==> src/lppe_pkg.sv <==
`timescale 1ns / 1ps
`default_nettype none

package lppe_pkg;

    // Field widths
    localparam int COL_W   = 11;
    localparam int ROW_W   = 11;
    localparam int FH_W    = 16;
    localparam int X_W     = 16;
    localparam int Y_W     = 26;
    localparam int Z_W     = 19;
    localparam int SUM_W   = 32;
    localparam int CNT_W   = 22;
    localparam int BASE_W  = 21;
    localparam int FRAME_W = 16;

    localparam logic [FH_W-1:0] FH_RESET = 16'd512;

    // Column store
    localparam int MAX_COLUMNS = 2048;
    localparam int COL_AW      = $clog2(MAX_COLUMNS);
    localparam int COL_EXT_W   = COL_W + 2;
    localparam int EPOCH_W     = 8;
    localparam logic [EPOCH_W-1:0] EPOCH_FIRST = EPOCH_W'(1);
    localparam logic [EPOCH_W-1:0] EPOCH_LAST  = '1;

    // Calibration
    localparam int CALIB_FRAMES = 3;
    localparam int MEAN_SH      = 8;
    localparam int DVD_W        = SUM_W + MEAN_SH;
    localparam int DIV_CNT_W    = $clog2(DVD_W + 1);
    localparam int SCALE_SH     = 22;
    localparam int SCALE_W      = SCALE_SH + 1;
    localparam int SCALE_RECIP  = ((1 << SCALE_SH) + CALIB_FRAMES - 1) / CALIB_FRAMES;
    localparam logic [SUM_W-1:0] SUM_MAX = '1;
    localparam logic [CNT_W-1:0] CNT_MAX = '1;

    // x = column * 118 / 5 = column * 23 + (column * 3) / 5
    localparam int X_SCALE_NUM = 118;
    localparam int X_SCALE_DEN = 5;
    localparam int X_MUL_INT   = X_SCALE_NUM / X_SCALE_DEN;
    localparam int X_MUL_FRAC  = X_SCALE_NUM % X_SCALE_DEN;
    localparam int X_FRAC_W    = COL_W + 2;
    localparam int X_RECIP_SH  = 15;
    localparam int X_RECIP     = ((1 << X_RECIP_SH) + X_SCALE_DEN - 1) / X_SCALE_DEN;
    localparam int X_PROD_W    = X_RECIP_SH + X_FRAC_W;

    // y = frame * 11264 / 15, kept as quotient and remainder
    localparam int Y_NUM    = 11264;
    localparam int Y_DEN    = 15;
    localparam int Y_STEP_Q = Y_NUM / Y_DEN;
    localparam int Y_STEP_R = Y_NUM % Y_DEN;
    localparam int YR_W     = $clog2(Y_DEN);

    // Signed working width for threshold and depth
    localparam int TH_W = 24;

    // Queue
    localparam int QUEUE_DEPTH = 4;
    localparam int QPTR_W      = $clog2(QUEUE_DEPTH);
    localparam int QCNT_W      = $clog2(QUEUE_DEPTH + 1);

    typedef struct packed {
        logic              eof;
        logic              col_ok;
        logic [COL_AW-1:0] idx;
        logic [ROW_W-1:0]  row;
        logic [X_W-1:0]    x;
    } t_cmd;

    function automatic logic [COL_AW-1:0] col_index(input logic [COL_W-1:0] c);
        logic [COL_EXT_W-1:0] ext;
        ext = {2'b00, c};
        return ext[COL_AW-1:0];
    endfunction

    function automatic logic col_in_range(input logic [COL_W-1:0] c);
        return {2'b00, c} < COL_EXT_W'(MAX_COLUMNS);
    endfunction

endpackage

`default_nettype wire

==> src/lppe_fifo.sv <==
`timescale 1ns / 1ps
`default_nettype none

module lppe_fifo import lppe_pkg::*; (
    input  wire logic i_clk,
    input  wire logic i_rst_n,
    input  wire logic i_push,
    input  wire t_cmd i_cmd,
    output logic      o_full,
    input  wire logic i_pop,
    output logic      o_valid,
    output t_cmd      o_cmd
);

    t_cmd              r_mem [QUEUE_DEPTH];
    logic [QPTR_W-1:0] r_wr_ptr;
    logic [QPTR_W-1:0] r_rd_ptr;
    logic [QCNT_W-1:0] r_count;

    assign o_full  = (r_count == QCNT_W'(QUEUE_DEPTH));
    assign o_valid = (r_count != '0);
    assign o_cmd   = r_mem[r_rd_ptr];

    always_ff @(posedge i_clk) begin
        if (i_push) begin
            r_mem[r_wr_ptr] <= i_cmd;
        end
    end

    always_ff @(posedge i_clk) begin
        if (!i_rst_n) begin
            r_wr_ptr <= '0;
            r_rd_ptr <= '0;
            r_count  <= '0;
        end else begin
            if (i_push) begin
                r_wr_ptr <= r_wr_ptr + QPTR_W'(1);
            end
            if (i_pop) begin
                r_rd_ptr <= r_rd_ptr + QPTR_W'(1);
            end
            unique case ({i_push, i_pop})
                2'b10:   r_count <= r_count + QCNT_W'(1);
                2'b01:   r_count <= r_count - QCNT_W'(1);
                default: r_count <= r_count;
            endcase
        end
    end

endmodule

`default_nettype wire

==> config.mk <==
export PLATFORM = sky130hd
export DESIGN_NAME = lppe_fifo
export DESIGN_NICKNAME = d
export VERILOG_FILES = /design/src/lppe_pkg.sv /design/src/lppe_fifo.sv
export SDC_FILE = /design/constraint.sdc
export NUM_CORES = 1
export LEC_CHECK = 0
export ABC_AREA = 0
export BUFFER_PORTS_ARGS = -buffer_cell sky130_fd_sc_hd__buf_4
export CORE_ASPECT_RATIO = 0.8
export CORE_UTILIZATION = 40
export DETAILED_ROUTE_END_ITERATION = 16
export PLACE_DENSITY = 0.65
export SETUP_SLACK_MARGIN = 0.02
export SYNTH_ARGS = -nofsm -noshare
export SYNTH_HDL_FRONTEND = slang
export SYNTH_SLANG_ARGS = --single-unit
==> constraint.sdc <==
create_clock -name i_clk -period 2.4 [get_ports i_clk]
set_clock_uncertainty 0.1 [all_clocks]
set_input_delay 0.48 -clock i_clk [delete_from_list [all_inputs] [get_ports i_clk]]
set_output_delay 0.48 -clock i_clk [all_outputs]
set_load 0.1 [all_outputs]
### Word level (Yosys, flattened, before mapping)

Memories as Yosys holds them, arrays and structs flattened. A register that Yosys moved wholly into a read port is not among the register bits.
Cells that the tools add are included.

| storage, ports and cells | value |
|---|---|
| register bits after elaboration | 7 |
| bits in writable memories | 160 |
| output and inout bits | 42 |
| memories kept | 1 |

| operators by class | value |
|---|---|
| add/subtract/negate cells | 4 |
| eq/ne operators | 3 |
| multiplexer cells | 5 |
| reductions and logical operators | 2 |

Memories:

| name | depth | width | rd ports | clocked after memory_dff | wr ports | line | text |
|---|---|---|---|---|---|---|---|
| r_mem | 4 | 40 | 1 | 1 | 1 | lppe_fifo.sv:15 | `t_cmd r_mem [QUEUE_DEPTH];` |

Operator list:

| operator | number |
|---|---|
| $pmux 3 s2 | 1 |
| $add 2x1->2 const B | 2 |
| $mux 2 | 2 |
| $add 3x1->3 const B | 1 |
| $eq 3x3->1 const B | 1 |
| $reduce_bool 3->1 | 1 |
| $sub 3x1->3 const B | 1 |
| $eq 2x1->1 const B | 1 |
| $eq 2x2->1 const B | 1 |
| $mux 1 | 2 |
| $reduce_bool 2->1 | 1 |

### Longest topological paths before layout

| depth | value |
|---|---|
| depth in word-level cells | 3 |
| depth in mapped cells | 6 |
| gate-level depth less buffers | 6 |

### Least setup slack after synthesis

No wires, ideal clock.

| timing | value |
|---|---|
| path kind | reg-to-output |
| from | reg r_count[0] |
| to | out o_full |
| arrival | 2.549 ns |
| setup slack | -0.729 ns |
| cell stages (with the launch flop) | 2 |
| cell sequence | dfxtp_1 > nor3b_1 |

| on the way | value |
|---|---|
| word-level cells in the longest chain between the ends | 1 |

Ends and longest elaborated chain:

| what | line | text |
|---|---|---|
| start: declaration | lppe_fifo.sv:18 | `logic [QCNT_W-1:0] r_count;` |
| start signal: assignment | lppe_fifo.sv:43 | `2'b10: r_count <= r_count + QCNT_W'(1);` |
| start signal: assignment | lppe_fifo.sv:44 | `2'b01: r_count <= r_count - QCNT_W'(1);` |
| start signal: assignment | lppe_fifo.sv:45 | `default: r_count <= r_count;` |
| $eq 3x3->1 | lppe_fifo.sv:20 | `assign o_full = (r_count == QCNT_W'(QUEUE_DEPTH));` |
| end: declaration | lppe_fifo.sv:9 | `output logic o_full,` |

No other way between the ends.

==> results.md <==
* Outcome: complete, but fails checks
* Failing checks: setup timing
* Vias at 2824
* Max FO, Critical Path at 14
* Most common cell after layout, fill and taps aside: edfxtp_1
* I/O Pins at 86
* Tcrit/Tclk final at 100%
* Die Width at 142 um
* Vias in the first global route at 3019
* Leakage at 2.72 nW
* Synth Net Count at 301
* Most frequent cells in the layout: edfxtp_1, buf_4, mux4_2, buf_6, clkbuf_16
* Number of synthesized register bits at 169
* Cells on worst reg2reg path at 4
* Max-Cap Viols at 0
* Final #Nets at 407
* Dpl cell area at 7210 sq um
* RSZ-0062 raised after global routing: true
* Max VDD drop at 0.520 mV
* YS warnings at 0
* Die area at 16200 sq um
* Met2 GRT Util at 22.8%
* Design area at 8030 sq um
* Sequential share of the synthesized area at 79.6%
* End of the critical path: o_cmd[34]
* Routing usage on met1 at 18.9%
* Slew margin rel. at 81.0%
* Final GP Congestion at 0.709
* Worst Tran Pin Value at 0.285 ns
* Total GRT Usage at 14.6%
* Grt met3 use at 5.75%
* Clock transition at the registers of the reported paths at 0.06 ns
* Layout cells sized above 1 at 46.2%
* Clock latency on the worst-skew pair at 0.42 ns
* TritonCTS Buffers at 17
* Final worst slack at -0.00456 ns
* Largest net degree at the start of global routing at 41
* Routed vias/inst at 4.87
* Power per Cell Area at 940 nW/um^2
* Post-synthesis cell area at 6260 sq um
* Synth top area share at 76.8%
* Post-synth cell types at 19
* R2R Setup Slk at 0.78 ns
* Synth top area cells: edfxtp_1, mux4_2, dfxtp_1
* GR Overflow Total at 0
* Leading area contributor after synthesis: edfxtp_1
* CTS tree: built
* Drt pass-1 iters at 4
* Initial antenna violation count at 0
* Final Hold Viols at 0
* DPL Wire Length at 6.31 mm
* Arr. time, crit path at 1.82 ns
* N_diodes at 0
* Core area at 15200 sq um
* Max-slew violations at 0
* Startpoint types: register
* Worst hold path type: in -> reg
* Port bufs at 85
* Clock buffer depth at 2
* Setup-failing EPs final at 3
* DRC at 0
* Root Buffer: clkbuf_16
* Avg Inst Size Synth at 24.9 sq um
* WS Path Type: reg -> out
* H-tree levels at 4
* Starting DRT DRC Count at 128
* First-pass GRT wire length at 16.8 mm
* Final Critical Period at 2.40 ns
* Worst setup EP type: output pin
* Initial Utilization at 41.3%
* Total power at 7.55 mW
* Antenna Violating Nets Remaining at 0
* Max Freq at 416 MHz
* Worst r2r src: r_count[0]
* Hold Path Depth at 1
* Clock sinks at 169
* P&R area growth vs syn at 28.3%
* Routed WL at 11.0 mm
* R2r endpoint: r_count[2]
* Worst hold start: i_cmd[29]
* Worst slack, placed at 0.310 ns
* Syn Inst Count at 251
* WL/cell at 18.9 um
* GRT Max-Usage Layer: met2
* Die Ht at 114 um
* Cell row count at 40
* Critical Path RT at 1.82 ns
-- through the flow --
step / utilization [%] / TNS [ns] / hold slack, ns / instances
after floorplan: - / 0 / 0.366 / 251
after global placement: 47.6 / 0 / 0.393 / 545
after detailed placement: 47.6 / 0 / 0.417 / 545
after CTS: 52.5 / -0.213 / 0.139 / 580
after global routing: 52.9 / -0.860 / 0.137 / 580
final: 52.9 / -0.00725 / 0.158 / 580
-- worst max-delay path, stage by stage, from the launching register on --
cell,delay (ns)
dfxtp_4,0.44
buf_12,0.21
mux4_2,0.54
buf_6,0.20
-- final cells by class --
cell class / instances / area, sq um
Clock buffer: 18 / 429
Sequential cell: 169 / 4990
Inverter: 3 / 11.3
Fill cell: 1197 / 7140
Multi-Input combinational cell: 70 / 1160
Timing Repair Buffer: 96 / 1070
Clock inverter: 14 / 108
Tap cell: 210 / 263
-- routing by layer --
layer / wire length (um) / part of all wire (%)
met1: 4950 / 45
met2: 5270 / 48
met4: 59 / 0.54
met5: 0 / 0
met3: 702 / 6.4
-- worst min path at each step --
| stage | endpoint | slack [ns] |
|---|---|---|
| after global placement | r_count[2] | 0.39 |
| after detailed placement | r_count[2] | 0.42 |
| final | r_mem[3][29] | 0.16 |
| after global routing | r_mem[3][29] | 0.14 |
| after floorplan | r_count[2] | 0.37 |
| after CTS | r_mem[3][29] | 0.14 |
-- logic make-up (layout without fill, tap and decap cells) --
kind of cell               after synthesis  in the layout  share of synthesized area, %
adders and majority gates                6              6                          1.32
DFF                                    169            169                          79.6
buffers and inverters                   12            131                          1.96
and+or+nand+nor                         15             15                          1.48
AOI/OAI and AO/OA                        2              2                         0.200
xor gates and xnor gates                 5              5                         0.700
muxes                                   42             42                          14.7
-- report_power, final --
part           leakage, nW  internal, mW  switching [mW]
logic                0.928         0.531            1.13
registers             1.54          3.38          0.0486
clock network        0.250          1.41            1.05
total                 2.72          5.32            2.23
-- Yosys cell counts --
master and n:
buf_2 4, inv_1 3, o21ai_0 1, buf_6 1, mux2i_1 2, nor2b_1 2
nand2_1 1, dfxtp_1 9, ha_1 5, and2_1 9, or3_1 2, fa_1 1
edfxtp_1 160, xor2_1 2, buf_12 4, nor3b_1 1, mux4_2 40, xnor2_1 3
a21boi_0 1
-- state kept, by name (all words and copies together), names as in the netlist, named ones only --
name / flops
r_mem: 160
r_rd_ptr: 2
r_wr_ptr: 2
r_count: 3
-- repair_timing --
| action | in CTS | in global routing |
|---|---|---|
| buffers inserted | 2 | 0 |
| setup endpoints to repair | 34 | 39 |
| gates cloned | 1 | 0 |
| hold buffers | 0 | 0 |
| resized for setup | 47 | 15 |
Note: power is estimated with default switching activity, not from simulation.
