**config.mk**
```make
export PLATFORM = sky130hd
export DESIGN_NAME = lppe_front_flat
export DESIGN_NICKNAME = d
export VERILOG_FILES = /design/src/lppe_pkg.sv /design/src/lppe_intf.sv /design/src/lppe_front.sv /design/src/flat_wrapper.sv
export SDC_FILE = /design/constraint.sdc
export NUM_CORES = 1
export LEC_CHECK = 0
export ABC_AREA = 1
export BUFFER_PORTS_ARGS = -buffer_cell sky130_fd_sc_hd__buf_2
export CAP_MARGIN = 20
export CORE_AREA = 3 3 147 106
export DETAILED_ROUTE_END_ITERATION = 10
export DIE_AREA = 0 0 150 109
export PLACE_DENSITY = 0.72
export SLEW_MARGIN = 25
export SYNTH_ARGS = -nofsm -noshare
export SYNTH_HDL_FRONTEND = slang
export SYNTH_SLANG_ARGS = --single-unit
```
**constraint.sdc**
```tcl
create_clock -name i_clk -period 6.75 [get_ports i_clk]
set_clock_uncertainty 0.2 [all_clocks]
set_input_delay 1.35 -clock i_clk [delete_from_list [all_inputs] [get_ports i_clk]]
set_output_delay 1.35 -clock i_clk [all_outputs]
set_load 0.02 [all_outputs]
```
**src/lppe_pkg.sv**
```systemverilog
`timescale 1ns / 1ps
`default_nettype none

package lppe_pkg;

    // Field widths
    localparam int COL_W   = 11;
    localparam int ROW_W   = 11;
    localparam int FH_W    = 16;
    localparam int X_W     = 16;
    localparam int Y_W     = 26;
    localparam int Z_W     = 19;
    localparam int SUM_W   = 32;
    localparam int CNT_W   = 22;
    localparam int BASE_W  = 21;
    localparam int FRAME_W = 16;

    localparam logic [FH_W-1:0] FH_RESET = 16'd512;

    // Column store
    localparam int MAX_COLUMNS = 2048;
    localparam int COL_AW      = $clog2(MAX_COLUMNS);
    localparam int COL_EXT_W   = COL_W + 2;
    localparam int EPOCH_W     = 8;
    localparam logic [EPOCH_W-1:0] EPOCH_FIRST = EPOCH_W'(1);
    localparam logic [EPOCH_W-1:0] EPOCH_LAST  = '1;

    // Calibration
    localparam int CALIB_FRAMES = 3;
    localparam int MEAN_SH      = 8;
    localparam int DVD_W        = SUM_W + MEAN_SH;
    localparam int DIV_CNT_W    = $clog2(DVD_W + 1);
    localparam int SCALE_SH     = 22;
    localparam int SCALE_W      = SCALE_SH + 1;
    localparam int SCALE_RECIP  = ((1 << SCALE_SH) + CALIB_FRAMES - 1) / CALIB_FRAMES;
    localparam logic [SUM_W-1:0] SUM_MAX = '1;
    localparam logic [CNT_W-1:0] CNT_MAX = '1;

    // x = column * 118 / 5 = column * 23 + (column * 3) / 5
    localparam int X_SCALE_NUM = 118;
    localparam int X_SCALE_DEN = 5;
    localparam int X_MUL_INT   = X_SCALE_NUM / X_SCALE_DEN;
    localparam int X_MUL_FRAC  = X_SCALE_NUM % X_SCALE_DEN;
    localparam int X_FRAC_W    = COL_W + 2;
    localparam int X_RECIP_SH  = 15;
    localparam int X_RECIP     = ((1 << X_RECIP_SH) + X_SCALE_DEN - 1) / X_SCALE_DEN;
    localparam int X_PROD_W    = X_RECIP_SH + X_FRAC_W;

    // y = frame * 11264 / 15, kept as quotient and remainder
    localparam int Y_NUM    = 11264;
    localparam int Y_DEN    = 15;
    localparam int Y_STEP_Q = Y_NUM / Y_DEN;
    localparam int Y_STEP_R = Y_NUM % Y_DEN;
    localparam int YR_W     = $clog2(Y_DEN);

    // Signed working width for threshold and depth
    localparam int TH_W = 24;

    // Queue
    localparam int QUEUE_DEPTH = 4;
    localparam int QPTR_W      = $clog2(QUEUE_DEPTH);
    localparam int QCNT_W      = $clog2(QUEUE_DEPTH + 1);

    typedef struct packed {
        logic              eof;
        logic              col_ok;
        logic [COL_AW-1:0] idx;
        logic [ROW_W-1:0]  row;
        logic [X_W-1:0]    x;
    } t_cmd;

    function automatic logic [COL_AW-1:0] col_index(input logic [COL_W-1:0] c);
        logic [COL_EXT_W-1:0] ext;
        ext = {2'b00, c};
        return ext[COL_AW-1:0];
    endfunction

    function automatic logic col_in_range(input logic [COL_W-1:0] c);
        return {2'b00, c} < COL_EXT_W'(MAX_COLUMNS);
    endfunction

endpackage

`default_nettype wire

```
**src/lppe_intf.sv**
```systemverilog
`timescale 1ns / 1ps
`default_nettype none

interface lppe_in_if import lppe_pkg::*; ();
    logic             valid;
    logic             ready;
    logic             kind;
    logic [COL_W-1:0] column;
    logic [ROW_W-1:0] row;
    logic             lit;

    modport source (output valid, output kind, output column, output row, output lit,
                    input ready);
    modport sink   (input valid, input kind, input column, input row, input lit,
                    output ready);
endinterface


`default_nettype wire

```
**src/lppe_front.sv**
```systemverilog
`timescale 1ns / 1ps
`default_nettype none

module lppe_front import lppe_pkg::*; (
    input  wire logic  i_clk,
    input  wire logic  i_rst_n,
    lppe_in_if.sink    i_in,
    input  wire logic  i_hold,
    input  wire logic  i_full,
    output logic       o_push,
    output t_cmd       o_cmd
);

    logic                r_s1_valid;
    logic                r_s1_eof;
    logic                r_s1_lit;
    logic [COL_W-1:0]    r_s1_col;
    logic [ROW_W-1:0]    r_s1_row;
    logic [X_W-1:0]      r_s1_c_int;
    logic [X_FRAC_W-1:0] r_s1_c_frac;

    logic                s1_keep;
    logic                s1_adv;
    logic                accept;
    logic [X_PROD_W-1:0] frac_prod;
    logic [X_FRAC_W-1:0] frac_q;

    // unlit pixels change nothing and are dropped here
    assign s1_keep    = r_s1_eof || r_s1_lit;
    assign s1_adv     = r_s1_valid && (!s1_keep || !i_full);
    assign i_in.ready = !i_hold && (!r_s1_valid || s1_adv);
    assign accept     = i_in.valid && i_in.ready;

    always_ff @(posedge i_clk) begin
        if (!i_rst_n) begin
            r_s1_valid <= 1'b0;
        end else if (accept) begin
            r_s1_valid <= 1'b1;
        end else if (s1_adv) begin
            r_s1_valid <= 1'b0;
        end
    end

    always_ff @(posedge i_clk) begin
        if (accept) begin
            r_s1_eof    <= i_in.kind;
            r_s1_lit    <= i_in.lit;
            r_s1_col    <= i_in.column;
            r_s1_row    <= i_in.row;
            r_s1_c_int  <= X_W'(i_in.column) * X_W'(X_MUL_INT);
            r_s1_c_frac <= X_FRAC_W'(i_in.column) * X_FRAC_W'(X_MUL_FRAC);
        end
    end

    // (column*3)/5 by reciprocal, exact over the whole column range
    assign frac_prod = X_PROD_W'(r_s1_c_frac) * X_PROD_W'(X_RECIP);
    assign frac_q    = frac_prod[X_RECIP_SH +: X_FRAC_W];

    assign o_push       = r_s1_valid && s1_keep && !i_full;
    assign o_cmd.eof    = r_s1_eof;
    assign o_cmd.col_ok = col_in_range(r_s1_col);
    assign o_cmd.idx    = col_index(r_s1_col);
    assign o_cmd.row    = r_s1_row;
    assign o_cmd.x      = r_s1_c_int + X_W'(frac_q);

endmodule

`default_nettype wire

```
**src/flat_wrapper.sv**
```systemverilog
// flat-port wrapper written by rule: the top's interface ports become plain ports
module lppe_front_flat import lppe_pkg::*;
  (i_clk, i_rst_n, i_hold, i_full, o_push, o_cmd, i_in_valid, i_in_kind, i_in_column, i_in_row, i_in_lit, i_in_ready);
  lppe_in_if i_in_i ();
  input  wire logic i_clk;
  input  wire logic i_rst_n;
  input  wire logic i_hold;
  input  wire logic i_full;
  output logic o_push;
  output t_cmd o_cmd;
  input wire logic [$bits(i_in_i.valid)-1:0] i_in_valid;
  input wire logic [$bits(i_in_i.kind)-1:0] i_in_kind;
  input wire logic [$bits(i_in_i.column)-1:0] i_in_column;
  input wire logic [$bits(i_in_i.row)-1:0] i_in_row;
  input wire logic [$bits(i_in_i.lit)-1:0] i_in_lit;
  output wire logic [$bits(i_in_i.ready)-1:0] i_in_ready;
  assign i_in_i.valid = i_in_valid;
  assign i_in_i.kind = i_in_kind;
  assign i_in_i.column = i_in_column;
  assign i_in_i.row = i_in_row;
  assign i_in_i.lit = i_in_lit;
  assign i_in_ready = i_in_i.ready;
  lppe_front u_core (.i_clk(i_clk), .i_rst_n(i_rst_n), .i_in(i_in_i), .i_hold(i_hold), .i_full(i_full), .o_push(o_push), .o_cmd(o_cmd));
endmodule
```
# Word-level counts from Yosys, hierarchy flattened

Cells that the tools add are included.

Input port bits: 29
Register bits: 54

Add/sub/neg operators: 1
Mux-type cells: 2
Reductions and logical operators: 13
$mul: 3

Operators with widths:

| kind                   | count |
|---|---|
| $mul 13x12->25 const B | 1 |
| $add 16x11->16         | 1 |
| $mul 11x5->16 const B  | 1 |
| $mul 11x2->13 const B  | 1 |
| $logic_and 1x1->1      | 5 |
| $logic_not 1->1        | 4 |
| $logic_or 1x1->1       | 3 |
| $mux 1                 | 2 |
| $reduce_bool 2->1      | 1 |

# Logic depth before layout (Yosys ltp)

Gate-level depths: netlist (run 1).

Depth after elaboration: 8
Gate-level depth with buffers: 29
Depth with buffers taken out: 29

# Worst setup path before layout (run 1)

No wires, ideal clock.

Path type: reg2out
From: register u_core.r_s1_c_frac[6]
To: output port o_cmd[14] in the netlist's numbering
Stages on the path, launching flop included: 23
Setup slack: -118 ps
Data arrival time: 5318 ps
Cell sequence: edfxtp_1 ha_1 inv_1 fa_1 inv_1 fa_1 fa_1 inv_1 fa_1 inv_1 ha_1 a21o_1 nor2_1 nand2_1 xor2_1 ha_1 fa_1 nand3_1 nand2_1 nand3_1 nand3_1 nand3_1 xor2_1

RTL lines:

| element                | RTL line           | source |
|---|---|---|
| from (decl)            | lppe_front.sv:20   | `logic [X_FRAC_W-1:0] r_s1_c_frac;` |
| from (signal assigned) | lppe_front.sv:51   | `r_s1_c_frac <= X_FRAC_W'(i_in.column) * X_FRAC_W'(X_MUL_FRAC);` |
| to (decl)              | flat_wrapper.sv:10 | `output t_cmd o_cmd;` |

==> results of run 1 <==
[routing by layer]
layer	track usage	wire, um	up-vias
li1	-	-	2965
met1	0.331	8810	2823
met2	0.364	8300	175
met3	0.0345	993	21
met4	0.0450	209	0
met5	0	0	-
[cell type report]
type,instances,area share
multi-input cells,574,0.603
flip-flops and latches,51,0.162
repair buffers,155,0.114
inverters,194,0.0777
well taps,190,0.0253
clock buffers,6,0.0148
clock inverters,2,0.00372
[state kept, by name, indices dropped and copies added (netlist names)]
signal              cells
u_core.r_s1_c_int      14
u_core.r_s1_c_frac     13
u_core.r_s1_row        11
u_core.r_s1_col        10
u_core.r_s1_eof         1
u_core.r_s1_lit         1
u_core.r_s1_valid       1
[cells by family after synthesis]
kind of cell | Yosys count
simple gates | 230
xor+xnor | 41
flops | 51
fa+ha+maj | 204
other cells | 1
buf+inv | 197
compound gates | 98
[worst max-delay path, stage by stage, from the launching register on]
cell and delay (ps):
edfxtp_1 510, buf_4 190, buf_4 150, ha_1 310, fa_1 500, inv_1 50
fa_1 480, inv_1 80, fa_1 490, ha_1 350, a21oi_2 190, o21ai_1 140
o21ai_1 180, nand2_2 90, xor2_2 180, ha_2 220, fa_2 390, nand3_2 110
nand2_4 90, a21boi_4 150, inv_2 60, a21oi_4 150, xnor2_2 120, buf_4 150
[cells in the mapped netlist, types with 2 or more instances]
cell and n:
nand2_1 130, fa_1 60, nand2_2 3, edfxtp_1 50, nor2_1 34, buf_4 3
o21ai_1 15, a31oi_1 3, and2_1 2, a21boi_2 2, xnor2_1 12, inv_2 6
ha_1 144, a21o_1 12, inv_1 187, nor3_1 8, xor2_1 29, nor3_2 3
o21ai_0 7, nor2_2 3, nand3_1 36, nand4_1 6, o21bai_1 4, a21oi_1 50
[through the flow]
stage / TNS (ps) / util
floorplan: 0 / -
global placement: -3250 / 0.587
detailed placement: -4260 / 0.587
CTS: -3250 / 0.646
global route: -7210 / 0.669
finish: -4180 / 0.669
[worst max path at each step]
stage                endpoint  slack (ps)
floorplan           o_cmd[10]          10
global placement    o_cmd[10]        -400
detailed placement  o_cmd[10]        -430
CTS                  o_cmd[9]        -320
global route        o_cmd[10]        -600
finish              o_cmd[10]        -410
[timing repair]
| item | in CTS | in global routing |
|---|---|---|
| hold endpoints to repair | 0 | 0 |
| pin swaps | 69 | 51 |
| setup buffers | 16 | 9 |
| endpoints found under the setup margin | 15 | 15 |
| resized for setup | 112 | 61 |
| cloned | 0 | 0 |
==> summary.txt, run 1 <==
Clock tree
  – CTS H-tree depth: 2
  – CTS tree: done
  – CTS clk-pin slew, worst paths: approximately 70 ps
  – Post-CTS Hold Fix Bufs: 0
  – CTS max path bufs: 2
  – CTS Buf Count: 5
  – Clk_lat worst skew: 290 ps
  – Root Driver: clkbuf_16
  – Sink Count: 51

Logic synthesis
  – Largest family of logic cells by synthesized area: adder cells
  – Ys flop type: edfxtp_1
  – Netlist cell types: 37
  – YS warnings: 0
  – Simple-Gate Fraction of Synth Area: 0.139
  – Xor/xnor cell area share of the yosys netlist: 0.0499
  – Mux share of post-synthesis cell area: 0
  – Syn Std Cell Area: between 7000 and 8000 um^2
  – Sequential-to-total area share from yosys stat: 0.211
  – Mapped Cells: roughly 820
  – Largest area contributor in the netlist: ha_1
  – Avg Cell Area, Syn: 8.76 um^2
  – Post-synthesis adder-cell area fraction: 0.417
  – Seq cells post-synth: approximately 50
  – Synth async-reset ratio: 0
  – Syn Nets: 1,055
  – Synth top area cells: ha_1 25%, edfxtp_1 21%, fa_1 17%
  – Post-synth EDFFs: 50
  – Top-area cell type share of the netlist area: 0.250
  – Synth Area in Compound Gates: 0.0784

Floorplanning
  – Die area: 16,400 um^2
  – Ports: 71
  – Die X: 150 um
  – Die Height: 109 um
  – Initial Util: 0.512
  – Cell Rows: 36
  – Core Box Area: 14,100 um^2

Timing
  – Worst Setup Slack, final: -406 ps
  – RSZ-0062 raised after global routing: yes
  – WHS: about 480 ps
  – Final setup viols: 14
  – Post-layout minimum cycle time: 7160 ps
  – Max Freq: between 100 and 150 MHz
  – Tightest Pin Transition: 605 ps
  – Final period util: 1.06
  – Hold Violations, Final: 0
  – Relative max-transition margin: 0.597
  – Final slew viol count: 0

Outcome
  – Status: finished, violations left
  – Failing checks: negative setup slack

Finish
  – Commonest non-fill, non-tap cell in the layout: inv_1
  – Area growth, synth to finish: 30.6%
  – Fin cells: 1,172
  – Diode count: 0
  – Share of cells above drive strength 1: 0.314
  – Multi-input gate area: roughly 5700 um^2
  – Final-stage net count: 1,214
  – # fillers: roughly 1,100
  – Register area: 1520 um^2
  – Fin area: between 9000 and 10,000 um^2
  – Commonest non-fill, non-tap cells in the layout: 172 x inv_1, 121 x ha_1, 104 x nand2_1

Setup path
  – CP startpoint: u_core.r_s1_c_frac[7]$_DFFE_PP_
  – CP Class: reg2out
  – Critical path launch point type: register
  – RR Startpoint: u_core.r_s1_eof$_DFFE_PP_
  – Worst Path Max Fanout: 4
  – R2R cell count: 6
  – Setup crit end kind: primary output
  – Required @ worst endpoint: 5200 ps
  – Reg2reg setup slack: 4770 ps
  – CP arrival: 5610 ps
  – R2r endpoint: u_core.r_s1_col[5]$_DFFE_PP_

Global routing
  – Grt total ovfl: 0
  – Vias in the first global route: 6,142
  – First-pass GRT wire length: around 30,000 um
  – Total track usage: 0.227
  – Initial antenna violation count: 0
  – Largest net degree at the start of global routing: 49

Hold path
  – Hold crit path type: reg2reg
  – Min-delay src: u_core.r_s1_valid$_SDFFE_PN0P_
  – WHS Path Cells: 6
  – Sink of the worst hold path: u_core.r_s1_valid$_SDFFE_PN0P_

Drt
  – Initial DRC count: 409
  – Vias: 5,984
  – Routed Antenna Nets: 0
  – Drt via density: 5.11
  – Total wire length: around 18,000 um
  – DR pass1 iterations: 5
  – Number of remaining DRC errors: 0
  – WL/cell: 15.6 um

Placed design
  – DP Cell Count: between 1,000 and 1,500
  – GPL Wtd Cong: 0.903
  – Placed Area: 8250 um^2
  – Port bufs: 69
  – HPWL after detailed placement: between 10,000 and 15,000 um
  – Pre-CTS setup slack: -432 ps

Job
  – Max Cap Viol: 0
Power of run 1 is not shown: default switching activity piles up to over one toggle a cycle in this logic, so the estimate is an artifact.
==> run 2, diff against run 1 <==
- CORE_AREA: 3 3 147 106 -> 3 3 123 125
- DIE_AREA: 0 0 150 109 -> 0 0 126 128
==> run 2 against run 1 <==
Against the previous run: the run still ends with negative setup slack left; design area grew 0.55%; non-clock buffer count shrank 2; hold slack lost 1.8 ps; routed wire length down 4.0%; highest routed layer unchanged; core utilization is 0.68 points higher; worst setup slack worse by 68 ps; first-iteration DRC count fell by 34%; critical path depth increased by 2.
==> summary.txt, run 2 (synthesis gave the netlist of run 1 again) <==
Outcome
  – Status: finished, violations left
  – Failing checks: negative setup slack

Timing
  – Max Freq: 138 MHz (-0.94%)
  – Setup TNS: -4510 ps (-333 ps)
  – Tightest Pin Transition: 594 ps (-10.6 ps)
  – Relative max-transition margin: 0.604 (+0.00707)
  – Hold Violations, Final: 0 (unchanged)
  – Post-layout minimum cycle time: 7220 ps (+68.1 ps)
  – Final period util: 1.07 (+0.0101)
  – Worst Setup Slack, final: -475 ps (-68.1 ps)
  – Final setup viols: 13 (-1)
  – RSZ-0062 raised after global routing: yes
  – Final slew viol count: 0 (unchanged)

Placed design
  – HPWL after detailed placement: 13,400 um (-4.6%)
  – Placed Area: 8240 um^2 (-0.15%)
  – Port bufs: 69 (unchanged)
  – GPL Wtd Cong: 0.910 (+0.85%)
  – Pre-CTS setup slack: -361 ps (+70.8 ps)

Floorplanning
  – Ports: 71 (unchanged)
  – Die X: 126 um (-16%)
  – Die Height: 128 um (+17%)
  – Die area: 16,100 um^2 (-1.4%)
  – Cell Rows: 43 (+19%)
  – Initial Util: 0.515 (+0.00238)
  – Core Box Area: 14,000 um^2 (-0.46%)

Drt
  – Total wire length: 17,600 um (-4.0%)
  – WL/cell: 15.2 um (-3.0%)
  – Drt via density: 5.23 (+2.5%)
  – Vias: 6,072 (+1.5%)
  – DR pass1 iterations: 4 (-1)
  – Number of remaining DRC errors: 0 (unchanged)
  – Routed Antenna Nets: 0 (unchanged)
  – Initial DRC count: 270 (-34%)

Setup path
  – Crit-path leading delay family: adder cells
  – Setup crit end kind: primary output
  – Required @ worst endpoint: 5200 ps (about the same)
  – Crit-path slowest cell: fa_1
  – CP Class: reg2out
  – Worst Path Max Fanout: 4 (unchanged)
  – Crit path largest cell delay: 500 ps (about the same)
  – CP arrival: 5670 ps (+60 ps)
  – Buffers & Inverters on Critical Path: 8 (+2)
  – Critical path launch point type: register

Finish
  – Diode count: 0 (unchanged)
  – Share of cells above drive strength 1: 0.309 (-0.00446)
  – Final-stage net count: 1,212 (-0.16%)
  – Most flop-heavy register: u_core.r_s1_c_int
  – Largest register FFs: 14 (unchanged)
  – Top flop regs: u_core.r_s1_c_int x14, u_core.r_s1_c_frac x13, u_core.r_s1_row x11
  – Area growth, synth to finish: 31.4%
  – Commonest non-fill, non-tap cells in the layout: 175 x inv_1, 123 x ha_1, 98 x nand2_1
  – Final core utilization: 0.676 (+0.00678)
  – Fin area: 9460 um^2 (+0.55%)
  – Commonest non-fill, non-tap cell in the layout: inv_1

Job
  – Max Cap Viol: 0 (unchanged)

Clock tree
  – Root Driver: clkbuf_16
  – CTS H-tree depth: 2 (unchanged)
  – CTS clk-pin slew, worst paths: 60 ps (about the same)
  – CTS Buf Count: 5 (unchanged)
  – CTS tree: done
  – Sink Count: 51 (unchanged)
  – CTS max path bufs: 2 (unchanged)
  – Clk_lat worst skew: 290 ps (about the same)

Global routing
  – Largest net degree at the start of global routing: 49 (unchanged)
  – First-pass GRT wire length: 28,300 um (-4.6%)
  – Total track usage: 0.213 (-0.0146)
  – Grt total ovfl: 0 (unchanged)
  – Initial antenna violation count: 0 (unchanged)
  – Vias in the first global route: 6,230 (+1.4%)

Hold path
  – Hold crit path type: reg2reg
## run 2: tightest hold or removal path, cell delays in order (launching register included)
cell and delay (ps):
dfxtp_1 300, inv_1 60, nor2_1 40, nand2_1 70, o21ai_0 80, nand2_1 60, inv_1 30
## run 2: through the flow
| stage | cells | hold slack (ps) |
|---|---|---|
| after floorplan | 822 | 413 |
| after global placement | 1129 | 467 |
| after detailed placement | 1129 | 481 |
| after CTS | 1153 | 488 |
| after global routing | 1160 | 585 |
| final | 1160 | 479 |
## run 2: what timing repair did
item | CTS | global route
endpoints found under the hold margin | 0 | 0
pin swaps | 77 | 38
resized for setup | 116 | 71
setup buffers | 17 | 7
hold buffers | 0 | 0
endpoints found under the setup margin | 15 | 15
## run 2: cell type report
cell class              count  area, um^2
clock buffers               6         139
clock inverters             2        38.8
fillers                  1045        4530
inverters                 194         731
multi-input cells         574        5710
flip-flops and latches     51        1520
well taps                 180         225
repair buffers            153        1090
## run 2: worst paths after layout
path / endpoint / slack (ps) / cells past startpoint / from
setup / recovery: o_cmd[10] / -470 / 25 / u_core.r_s1_c_frac[3]$_DFFE_PP_
hold / removal: u_core.r_s1_valid$_SDFFE_PN0P_ / 480 / 6 / u_core.r_s1_valid$_SDFFE_PN0P_
setup reg to reg: u_core.r_s1_c_frac[10]$_DFFE_PP_ / 4770 / 6 / u_core.r_s1_eof$_DFFE_PP_
hold reg to reg: u_core.r_s1_valid$_SDFFE_PN0P_ / 480 / 6 / u_core.r_s1_valid$_SDFFE_PN0P_
## run 2: metal layers
metal	wire length [um]	global-route usage
met5	0	0
met1	7420	0.270
met2	8910	0.386
met4	513	0.0587
met3	747	0.0233
Power of run 2 is left out for the same reason.
==> run 3, diff against run 2 <==
- REMOVE_ABC_BUFFERS: not set -> 1
==> run 3 against run 2 <==
Against the previous run: the flow still finishes with violations (negative setup slack); first-iteration DRC count decreased by 9.6%; critical path depth up 1; critical endpoint is now o_cmd[9]; global-route usage rose by 0.55 points; hold slack got worse by 14 ps; sequential share of layout area grew 0.30 points; die area stayed put; routed wire length decreased by 1.2%; worst setup slack gained 100 ps.
==> summary.txt, run 3 (synthesis gave the netlist of run 1 again) <==
Finish
  – Largest register FFs: 14 (unchanged)
  – Most flop-heavy register: u_core.r_s1_c_int
  – Commonest non-fill, non-tap cell in the layout: inv_1
  – Commonest non-fill, non-tap cells in the layout: 176 x inv_1, 122 x ha_1, 104 x nand2_1
  – Top flop regs: u_core.r_s1_c_int x14, u_core.r_s1_c_frac x13, u_core.r_s1_row x11
  – Area growth, synth to finish: 29.0%
  – Final core utilization: 0.664 (-0.0123)
  – Share of cells above drive strength 1: 0.291 (-0.0180)
  – Diode count: 0 (unchanged)
  – Final-stage net count: 1,204 (-0.66%)
  – Fin cells: 1,152 (-0.69%)
  – Fin area: 9280 um^2 (-1.8%)

Clock tree
  – Root Driver: clkbuf_16
  – Post-CTS Hold Fix Bufs: 0 (unchanged)
  – CTS Buf Count: 5 (unchanged)
  – Clk_lat worst skew: 290 ps (about the same)
  – Sink Count: 51 (unchanged)
  – CTS clk-pin slew, worst paths: 70 ps (about the same)
  – CTS tree: done
  – CTS max path bufs: 2 (unchanged)
  – CTS H-tree depth: 2 (unchanged)

Setup path
  – Setup crit end kind: primary output
  – CP startpoint: u_core.r_s1_c_frac[3]$_DFFE_PP_
  – Crit path largest cell delay: 530 ps (+30 ps)
  – Required @ worst endpoint: 5200 ps (about the same)
  – Crit-path most repeated cell: nand2_1
  – Reg2reg setup slack: 4810 ps (+40 ps)
  – RR Startpoint: u_core.r_s1_lit$_DFFE_PP_
  – Worst Path Max Fanout: 4 (unchanged)
  – R2r endpoint: u_core.r_s1_col[2]$_DFFE_PP_
  – Critical path launch point type: register
  – Crit-path slowest cell: fa_2
  – CP Class: reg2out
  – R2R cell count: 6 (unchanged)
  – CP arrival: 5570 ps (-100 ps)

Global routing
  – First-pass GRT wire length: 28,700 um (+1.7%)
  – Grt total ovfl: 0 (unchanged)
  – Initial antenna violation count: 0 (unchanged)
  – Vias in the first global route: 6,381 (+2.4%)
  – Largest net degree at the start of global routing: 51 (+4.1%)
  – Total track usage: 0.218 (+0.00546)

Drt
  – Routed Antenna Nets: 0 (unchanged)
  – Drt via density: 5.24 (+0.15%)
  – Vias: 6,039 (-0.54%)
  – WL/cell: 15.1 um (-0.54%)
  – Number of remaining DRC errors: 0 (unchanged)
  – Initial DRC count: 244 (-9.6%)
  – DR pass1 iterations: 5 (+1)
  – Total wire length: 17,400 um (-1.2%)

Placed design
  – Port bufs: 69 (unchanged)
  – GPL Wtd Cong: 0.955 (+4.9%)
  – Placed Area: 8220 um^2 (-0.24%)
  – DP Cell Count: 1,130 (+0.089%)
  – HPWL after detailed placement: 13,600 um (+1.5%)

Timing
  – Post-layout minimum cycle time: 7120 ps (-101 ps)
  – Final setup viols: 13 (unchanged)
  – Hold Violations, Final: 0 (unchanged)
  – Max Freq: 140 MHz (+1.4%)
  – Tightest Pin Transition: 624 ps (+30.0 ps)
  – Relative max-transition margin: 0.584 (-0.0200)
  – RSZ-0062 raised after global routing: yes
  – Final slew viol count: 0 (unchanged)
  – Worst Setup Slack, final: -373 ps (+101 ps)
  – Final period util: 1.06 (-0.0150)

Floorplanning
  – Die Height: 128 um (unchanged)
  – Ports: 71 (unchanged)
  – Die area: 16,100 um^2 (unchanged)
  – Core Box Area: 14,000 um^2 (unchanged)
  – Cell Rows: 43 (unchanged)
  – Initial Util: 0.515 (unchanged)
  – Die X: 126 um (unchanged)

Job
  – Max Cap Viol: 0 (unchanged)

Hold path
  – Sink of the worst hold path: u_core.r_s1_valid$_SDFFE_PN0P_
  – Min-delay src: u_core.r_s1_valid$_SDFFE_PN0P_
  – WHS Path Cells: 6 (unchanged)
  – Hold crit path type: reg2reg

Outcome
  – Failing checks: negative setup slack
  – Status: finished, violations left
[run 3: how the worst max path moves through the flow]
stage	end	cells past startpoint
final	o_cmd[9]	26
after global routing	o_cmd[9]	26
after CTS	o_cmd[9]	24
after detailed placement	o_cmd[13]	26
after global placement	o_cmd[10]	23
after floorplan	o_cmd[14]	22
[run 3: layout make-up]
cell class,count,area [um^2]
Clock buffer,5,125
Clock inverter,3,28.8
Fill cell,1100,4700
Inverter,194,731
Multi-Input combinational cell,574,5650
Sequential cell,51,1520
Tap cell,180,225
Timing Repair Buffer,145,1000
[run 3: repair_timing]
action | 4_1_cts | 5_1_grt
setup endpoints to repair | 15 | 14
setup buffers | 11 | 5
resized for setup | 104 | 65
pin swaps | 54 | 39
cloned | 0 | 0
[run 3: metrics by stage]
stage | setup slack (ps) | hold WS (ps) | setup TNS, ps
6_report | -373 | 464 | -3810
5_1_grt | -591 | 545 | -6660
2_1_floorplan | -118 | 413 | -210
3_5_place_dp | -334 | 465 | -3490
3_3_place_gp | -230 | 446 | -1980
4_1_cts | -311 | 478 | -2840
[run 3: metal layers]
| metal | share of wire | global-route usage | vias to the layer above |
|---|---|---|---|
| met2 | 0.51 | 0.398 | 166 |
| met4 | 0.039 | 0.0814 | 0 |
| met3 | 0.037 | 0.0204 | 51 |
| li1 | - | - | 2954 |
| met1 | 0.42 | 0.268 | 2868 |
| met5 | 0 | 0 | - |
[run 3: worst max-delay path: cells and delay by family, from the launching register on]
family / cells / cell delay [ps]
DFF: 1 / 460
and+or+nand+nor: 7 / 640
adders and majority gates: 7 / 2840
buffers and inverters: 7 / 510
AOI/OAI and AO/OA: 4 / 580
xor gates and xnor gates: 1 / 220
Power of run 3 is left out for the same reason.
